===== src/hw/rtl/glc_pkg.sv =====
// Package for the grid label compactor: payload structs, code constants,
// control word fields and the microcode ROM. No dependencies.
`default_nettype none

package glc_pkg;

  localparam int MAX_IDS = 1024;
  localparam int IDX_W   = (MAX_IDS > 1) ? $clog2(MAX_IDS) : 1;
  localparam int CODE_W  = 11;
  localparam int DEC_W   = (IDX_W > CODE_W) ? IDX_W : CODE_W;
  localparam int UPC_W   = 5;

  localparam logic [IDX_W-1:0] IDX_LAST = IDX_W'(MAX_IDS - 1);

  // Cell code offset encoding.
  localparam logic [CODE_W-1:0] BASE_CODE = CODE_W'(32);
  localparam logic [CODE_W-1:0] SKIP_LOW  = CODE_W'(34);
  localparam logic [CODE_W-1:0] SKIP_HIGH = CODE_W'(92);

  // Commands.
  localparam logic [1:0] CMD_CLEAR = 2'd0;
  localparam logic [1:0] CMD_MARK  = 2'd1;
  localparam logic [1:0] CMD_REMAP = 2'd2;

  // Status codes.
  localparam logic [1:0] ST_OK     = 2'd0;
  localparam logic [1:0] ST_NOT_ID = 2'd1;
  localparam logic [1:0] ST_RANGE  = 2'd2;

  typedef struct packed {
    logic [1:0]        command;
    logic [CODE_W-1:0] cell_code;
  } in_req_t;

  typedef struct packed {
    logic [CODE_W-1:0] new_code;
    logic [CODE_W-1:0] kept_count;
    logic [1:0]        status;
  } out_rsp_t;

  // One id store entry: used mark plus rank.
  typedef struct packed {
    logic              mark;
    logic [CODE_W-1:0] rank;
  } ent_t;

  localparam int ENT_W = $bits(ent_t);

  // Branch conditions.
  typedef enum logic [3:0] {
    C_NEVER, C_ALWAYS, C_NO_REQ, C_IS_CLEAR, C_IS_REMAP, C_DEC_BAD,
    C_MARKED, C_NOT_LAST, C_READY, C_OUT_BUSY
  } cond_t;

  typedef enum logic [1:0] {RD_NONE, RD_ID, RD_WALK} rd_t;
  typedef enum logic [1:0] {WR_NONE, WR_ZERO_WALK, WR_MARK_ID, WR_RANK_WALK} wr_t;
  typedef enum logic [1:0] {W_HOLD, W_ZERO, W_INC} walk_t;
  typedef enum logic [1:0] {T_HOLD, T_ZERO, T_INC} total_t;
  typedef enum logic [1:0] {R_HOLD, R_CLR, R_SET} ready_t;
  typedef enum logic [1:0] {RES_NONE, RES_PASS, RES_REMAP, RES_CLEAR} res_t;

  typedef struct packed {
    logic             in_ready;
    cond_t            cond;
    logic [UPC_W-1:0] target;
    rd_t              rd;
    wr_t              wr;
    walk_t            walk;
    total_t           total;
    ready_t           ready;
    res_t             res;
    logic             emit;
  } ctrl_t;

  // Flags from datapath back to the sequencer.
  typedef struct packed {
    logic req;
    logic is_clear;
    logic is_remap;
    logic dec_bad;
    logic marked;
    logic not_last;
    logic ready;
    logic out_busy;
  } flags_t;

  // Program addresses.
  localparam logic [UPC_W-1:0] S_BOOT      = 5'd0;
  localparam logic [UPC_W-1:0] S_BOOT_CLR  = 5'd1;
  localparam logic [UPC_W-1:0] S_WAIT      = 5'd2;
  localparam logic [UPC_W-1:0] S_DISP_CLR  = 5'd3;
  localparam logic [UPC_W-1:0] S_DISP_RMP  = 5'd4;
  localparam logic [UPC_W-1:0] S_MARK_CHK  = 5'd5;
  localparam logic [UPC_W-1:0] S_MARK_RD   = 5'd6;
  localparam logic [UPC_W-1:0] S_MARK_TST  = 5'd7;
  localparam logic [UPC_W-1:0] S_MARK_WR   = 5'd8;
  localparam logic [UPC_W-1:0] S_REMAP     = 5'd9;
  localparam logic [UPC_W-1:0] S_BUILD_RD  = 5'd10;
  localparam logic [UPC_W-1:0] S_BUILD_WR  = 5'd11;
  localparam logic [UPC_W-1:0] S_LOOKUP    = 5'd12;
  localparam logic [UPC_W-1:0] S_LOOKUP_RD = 5'd13;
  localparam logic [UPC_W-1:0] S_LOOKUP_EV = 5'd14;
  localparam logic [UPC_W-1:0] S_OUT_WAIT  = 5'd15;
  localparam logic [UPC_W-1:0] S_EMIT      = 5'd16;
  localparam logic [UPC_W-1:0] S_CLEAR     = 5'd17;
  localparam logic [UPC_W-1:0] S_CLEAR_WR  = 5'd18;
  localparam logic [UPC_W-1:0] S_CLEAR_END = 5'd19;

  // Microcode ROM. Branch to target when cond holds, else fall through.
  function automatic ctrl_t ucode(input logic [UPC_W-1:0] step);
    ctrl_t w;
    w        = '0;
    w.cond   = C_NEVER;
    w.target = S_BOOT;
    unique case (step)
      S_BOOT: begin
        w.walk = W_ZERO; w.total = T_ZERO; w.ready = R_CLR;
      end
      S_BOOT_CLR: begin
        w.wr = WR_ZERO_WALK; w.walk = W_INC;
        w.cond = C_NOT_LAST; w.target = S_BOOT_CLR;
      end
      S_WAIT: begin
        w.in_ready = 1'b1; w.cond = C_NO_REQ; w.target = S_WAIT;
      end
      S_DISP_CLR: begin
        w.cond = C_IS_CLEAR; w.target = S_CLEAR;
      end
      S_DISP_RMP: begin
        w.cond = C_IS_REMAP; w.target = S_REMAP;
      end
      S_MARK_CHK: begin
        w.res = RES_PASS; w.cond = C_DEC_BAD; w.target = S_OUT_WAIT;
      end
      S_MARK_RD: begin
        w.rd = RD_ID;
      end
      S_MARK_TST: begin
        w.cond = C_MARKED; w.target = S_OUT_WAIT;
      end
      S_MARK_WR: begin
        w.wr = WR_MARK_ID; w.total = T_INC; w.ready = R_CLR;
        w.cond = C_ALWAYS; w.target = S_OUT_WAIT;
      end
      S_REMAP: begin
        w.res = RES_PASS; w.walk = W_ZERO;
        w.cond = C_READY; w.target = S_LOOKUP;
      end
      S_BUILD_RD: begin
        w.rd = RD_WALK;
      end
      S_BUILD_WR: begin
        w.wr = WR_RANK_WALK; w.walk = W_INC;
        w.cond = C_NOT_LAST; w.target = S_BUILD_RD;
      end
      S_LOOKUP: begin
        w.ready = R_SET; w.cond = C_DEC_BAD; w.target = S_OUT_WAIT;
      end
      S_LOOKUP_RD: begin
        w.rd = RD_ID;
      end
      S_LOOKUP_EV: begin
        w.res = RES_REMAP; w.cond = C_ALWAYS; w.target = S_OUT_WAIT;
      end
      S_OUT_WAIT: begin
        w.cond = C_OUT_BUSY; w.target = S_OUT_WAIT;
      end
      S_EMIT: begin
        w.emit = 1'b1; w.cond = C_ALWAYS; w.target = S_WAIT;
      end
      S_CLEAR: begin
        w.res = RES_CLEAR; w.walk = W_ZERO; w.total = T_ZERO; w.ready = R_CLR;
      end
      S_CLEAR_WR: begin
        w.wr = WR_ZERO_WALK; w.walk = W_INC;
        w.cond = C_NOT_LAST; w.target = S_CLEAR_WR;
      end
      S_CLEAR_END: begin
        w.cond = C_ALWAYS; w.target = S_OUT_WAIT;
      end
      default: begin
        w.cond = C_ALWAYS; w.target = S_BOOT;
      end
    endcase
    return w;
  endfunction

endpackage

`default_nettype wire


===== src/hw/rtl/glc_seq.sv =====
// Microcode sequencer: step counter, ROM lookup and conditional branch.
// Depends on glc_pkg.
`default_nettype none

module glc_seq
  import glc_pkg::*;
(
  input  wire logic   clk,
  input  wire logic   rst_n,
  input  wire flags_t flags,
  output      ctrl_t  ctrl
);

  logic [UPC_W-1:0] upc_r, upc_nxt;
  logic             take;

  assign ctrl = ucode(upc_r);

  always_comb begin
    unique case (ctrl.cond)
      C_NEVER:    take = 1'b0;
      C_ALWAYS:   take = 1'b1;
      C_NO_REQ:   take = !flags.req;
      C_IS_CLEAR: take = flags.is_clear;
      C_IS_REMAP: take = flags.is_remap;
      C_DEC_BAD:  take = flags.dec_bad;
      C_MARKED:   take = flags.marked;
      C_NOT_LAST: take = flags.not_last;
      C_READY:    take = flags.ready;
      C_OUT_BUSY: take = flags.out_busy;
      default:    take = 1'b0;
    endcase
    upc_nxt = take ? ctrl.target : upc_r + UPC_W'(1);
  end

  always_ff @(posedge clk) begin
    if (!rst_n) begin
      upc_r <= S_BOOT;
    end else begin
      upc_r <= upc_nxt;
    end
  end

endmodule

`default_nettype wire


===== config.mk =====
export PLATFORM = sky130hd
export DESIGN_NAME = glc_seq
export DESIGN_NICKNAME = d
export VERILOG_FILES = /design/src/hw/rtl/glc_pkg.sv /design/src/hw/rtl/glc_seq.sv
export SDC_FILE = /design/constraint.sdc
export NUM_CORES = 1
export LEC_CHECK = 0
export BUFFER_PORTS_ARGS = -buffer_cell sky130_fd_sc_hd__buf_2
export CAP_MARGIN = 10
export CORE_AREA = 2 2 52 49
export DETAILED_ROUTE_END_ITERATION = 12
export DIE_AREA = 0 0 54 51
export PLACE_DENSITY = 0.73
export SETUP_SLACK_MARGIN = 0.4
export SKIP_CTS_REPAIR_TIMING = 1
export SLEW_MARGIN = 20
export SYNTH_ARGS = -nofsm -noshare
export SYNTH_HDL_FRONTEND = slang
export SYNTH_SLANG_ARGS = --single-unit

===== constraint.sdc =====
create_clock -name clk -period 2.1 [get_ports clk]
set_clock_uncertainty 0.2 [all_clocks]
set_input_delay 0.42 -clock clk [delete_from_list [all_inputs] [get_ports clk]]
set_output_delay 0.42 -clock clk [all_outputs]
set_load 0.01 [all_outputs]

=== Word level (Yosys, flattened, before mapping) ===
Index checks and enable logic that the tools add are counted.
Widths: inputs -> output; s select.

* Bits of input ports: 10
* Register bits after elaboration: 5
* Output and inout bits: 23

* Mux-type cells: 11
* Equal/unequal tests: 28
* $add $sub $neg: 1
* Reductions and logical operators: 12

{| class="wikitable"
|+ Operator list
! operator !! count
|-
| $pmux 9 s13 || 1
|-
| $eq 5x4->1 const B || 8
|-
| $eq 5x3->1 const B || 4
|-
| $eq 5x5->1 const B || 4
|-
| $eq 4x3->1 const B || 4
|-
| $pmux 2 s2 || 4
|-
| $pmux 2 s3 || 2
|-
| $reduce_or 3->1 || 4
|-
| $eq 5x2->1 const B || 2
|-
| $reduce_or 2->1 || 5
|-
| $pmux 1 s9 || 1
|-
| $eq 4x2->1 const B || 2
|-
| $eq 4x4->1 const B || 2
|-
| $add 5x1->5 const B || 1
|-
| $eq 5x1->1 const B || 1
|-
| $logic_not 5->1 || 1
|-
| $mux 5 || 1
|-
| $reduce_or 5->1 || 1
|-
| $eq 4x1->1 const B || 1
|-
| $mux 1 || 2
|-
| $logic_not 1->1 || 1
|}

=== Depth between registers and ports, before layout ===
* Depth in word-level cells: 6
* Depth in mapped cells: 12
* Gate-level depth less buffers: 11

=== Worst setup path after synthesis ===
Ideal clock, no wire load.

* Path kind: reg2reg
* From: reg upc_r[1]
* To: reg upc_r[1]
* Library setup time: 78 ps
* Buffers on the path: 1
* Arrival time: 2138 ps
* Stages on the path, launching flop included: 10
* Path slack: -315 ps
* Clock period less this slack: 2415 ps
* Data required time: 1822 ps
* Path through: dfxtp_1 > inv_1 > ha_1 > buf_2 > nand2_1 > a21oi_1 > o311ai_2 > nand4_1 > and3b_1 > nor3_1

{| class="wikitable"
|+ RTL lines
! item !! RTL line !! source
|-
| start, declared || glc_seq.sv:14 || <nowiki>logic [UPC_W-1:0] upc_r, upc_nxt;</nowiki>
|-
| start signal, assigned || glc_seq.sv:40 || <nowiki>upc_r <= upc_nxt;</nowiki>
|}

==> results.py <==
metrics = {
    "outcome": {
        "status": "finished, violations left",
        "violations": "negative setup slack",
    },
    "clock_tree": {
        "cts_tree": "built",
        "numCtsBuffers": 3,
        "clk_pin_slew_worst_paths_ps": 40,
        "htreeDepth": 1,
        "cts-root-buf": "clkbuf_4",
        "clk_latency_ps": 240,
        "clock-sinks": 5,
        "clk_path_buf_depth": 2,
    },
    "global_routing": {
        "grt_pass1_vias": 1218,
        "grt_usage_pct": 25.19,
        "antenna_found_initial": 0,
        "grt_first_pass_wirelength_mm": 5.244,
        "grt_max_degree": 12,
        "grt_overflow": 0,
    },
    "sta": {
        "rsz0062_at_grt": "true",
        "tightest_slew_ps": 343.9,
        "clock.fmax_mhz": 405.0,
        "fin_crit_ps": 2469,
        "hold_viol": 0,
        "drv_slew": 0,
        "finalSetupViolations": 14,
        "worst_slack_ps": -368.9,
        "relSlewSlack_pct": 76.90,
        "setup-tns-final_ps": -3777,
        "whs_ps": 273.7,
        "period_share_pct": 117.6,
    },
    "route": {
        "drtAntennaViolNets": 0,
        "viasPerCell": 5.655,
        "drc": 0,
        "first_iter_violations": 32,
        "dr.pass1.iters": 4,
        "wl_mm": 3.873,
        "avgRoutedWirePerCell_microns": 16.91,
        "dr_total_vias": 1295,
    },
    "synth": {
        "yosysWarnings": 0,
        "syn_nets": 149,
        "yosys_most_used_dff": "dfxtp_1",
        "synth_top_area_share_pct": 10.42,
        "synth-async-reset-ratio_pct": 0,
        "synth_area_sq_um": 960.9,
        "netlist_instances": 134,
        "ys_seq_area_share_pct": 10.42,
        "syn-mean-instance-area_sq_um": 7.171,
        "synthTopCellsByCount": "nor2_1 (13), nand2_1 (11), a21oi_1 (10)",
        "ys_ff_latch": 5,
        "synth_cell_type_count": 46,
        "synth_area_leaders": "dfxtp_1 (10%), ha_1 (6.5%), buf_6 (5.9%)",
        "synth.most_common_cell": "nor2_1",
        "synth-edff-count": 0,
        "yosysTopAreaCell": "dfxtp_1",
    },
    "pwr": {
        "power.density_nw_per_um2": 1285,
        "peakVddDrop_mv": 0.9949,
        "leakage_nw": 0.8416,
    },
    "final_layout": {
        "largest_registers": "upc_r x5",
        "multiInputGateArea_sq_um": 1018,
        "nFillCells": 153,
        "fin_util_pct": 79.30,
        "n_antenna_cell": 0,
        "largest_register_ffs": 5,
        "regMostFlops": "upc_r",
        "seq_area_sq_um": 116.4,
        "drive_above_1_share_pct": 71.64,
        "stdcell_count": 229,
        "syn_to_final_growth_pct": 89.58,
        "nets": 217,
    },
    "place": {
        "io_buffers": 32,
        "gp_congestion": 0.9025,
        "dp.final_hpwl_mm": 2.593,
        "dpl.cell_count": 222,
    },
    "die": {
        "core_sq_um": 2297,
        "die_y_microns": 51,
        "initial_utilization_pct": 41.83,
        "fp.dieW_microns": 54,
        "dieArea_sq_um": 2754,
        "pin_count": 33,
        "rows": 17,
    },
    "worst_setup_path": {
        "crit_fanout": 6,
        "cp-end-kind": "output port",
        "cp.required_ps": 1480,
        "crit_arrival_ps": 1850,
        "start_kind": "flip-flop",
        "path_class": "reg2out",
    },
    "min_path": {
        "hp-class": "in2reg",
    },
    "run": {
        "max_cap_viol_count": 0,
    },
}
cell usage in the layout, fill, tap and decap left out, types with 3 or more instances in the layout:
cell type and n:
dfxtp_4 4, nor3_2 6, buf_2 28, o21ai_1 3, a21oi_1 6, buf_4 27
nand3_1 6, o211ai_1 3, ha_4 5, inv_4 3, nor2_2 4, a21o_1 4
nor2_1 7, a21oi_2 3, inv_2 5, nor2_4 4, mux2i_1 3, nand2_1 6
buf_6 18, clkbuf_4 3, nand2_4 6
worst max-delay path: stages (launching register included):
cell,delay (ps)
dfxtp_4,370
ha_4,200
buf_6,130
nor3_1,310
nor3_2,120
nor2_4,170
inv_2,60
buf_4,130
buf_2,130
area by class of cell:
cell class | count | share of cell area (%)
Clock buffer | 4 | 1.442
Multi-Input combinational cell | 107 | 55.91
Timing Repair Buffer | 75 | 31.87
Inverter | 10 | 2.473
Sequential cell | 5 | 6.387
Tap cell | 28 | 1.923
worst paths after layout:
check / start / to / slack (ps) / cells past startpoint
min: rst_n / upc_r[4] / 270 / 3
min reg2reg: upc_r[0] / upc_r[0] / 480 / 3
max: upc_r[0] / ctrl[20] / -370 / 8
max reg2reg: upc_r[0] / upc_r[1] / -360 / 9
power by group:
part / leakage [nW] / switching [mW] / internal, mW
clock network: 0.0150 / 0.0373 / 0.0717
logic: 0.782 / 1.03 / 1.02
registers: 0.0441 / 0.0527 / 0.130
metrics by stage:
step                      worst slack [ps]  power [mW]  cell area [sq um]
after global placement              -249.8       1.713               1456
after floorplan                     -154.5       1.245               1066
after CTS                           -479.0       1.880               1483
after detailed placement            -332.6       1.762               1456
after global routing                -503.8       2.497               1822
final                               -368.9       2.341               1822
cells by family (layout without fill, tap and decap cells):
kind of cell | Yosys count | after routing | share of synthesized area (%)
and+or+nand+nor | 58 | 58 | 32.03
AOI/OAI and AO/OA | 38 | 38 | 29.95
buffers and inverters | 22 | 89 | 13.80
adders and majority gates | 5 | 5 | 6.510
DFF | 5 | 5 | 10.42
muxes | 4 | 4 | 5.469
xor gates and xnor gates | 2 | 2 | 1.823
routing by layer:
| metal | vias up | part of all wire (%) | GRT usage [%] |
|---|---|---|---|
| li1 | 620 | - | - |
| met2 | 35 | 54 | 44.92 |
| met3 | 6 | 3.0 | 2.339 |
| met1 | 634 | 41 | 31.26 |
| met4 | 0 | 1.2 | 7.500 |
| met5 | - | 0 | 0 |
Note: power is estimated with default switching activity, not from simulation.
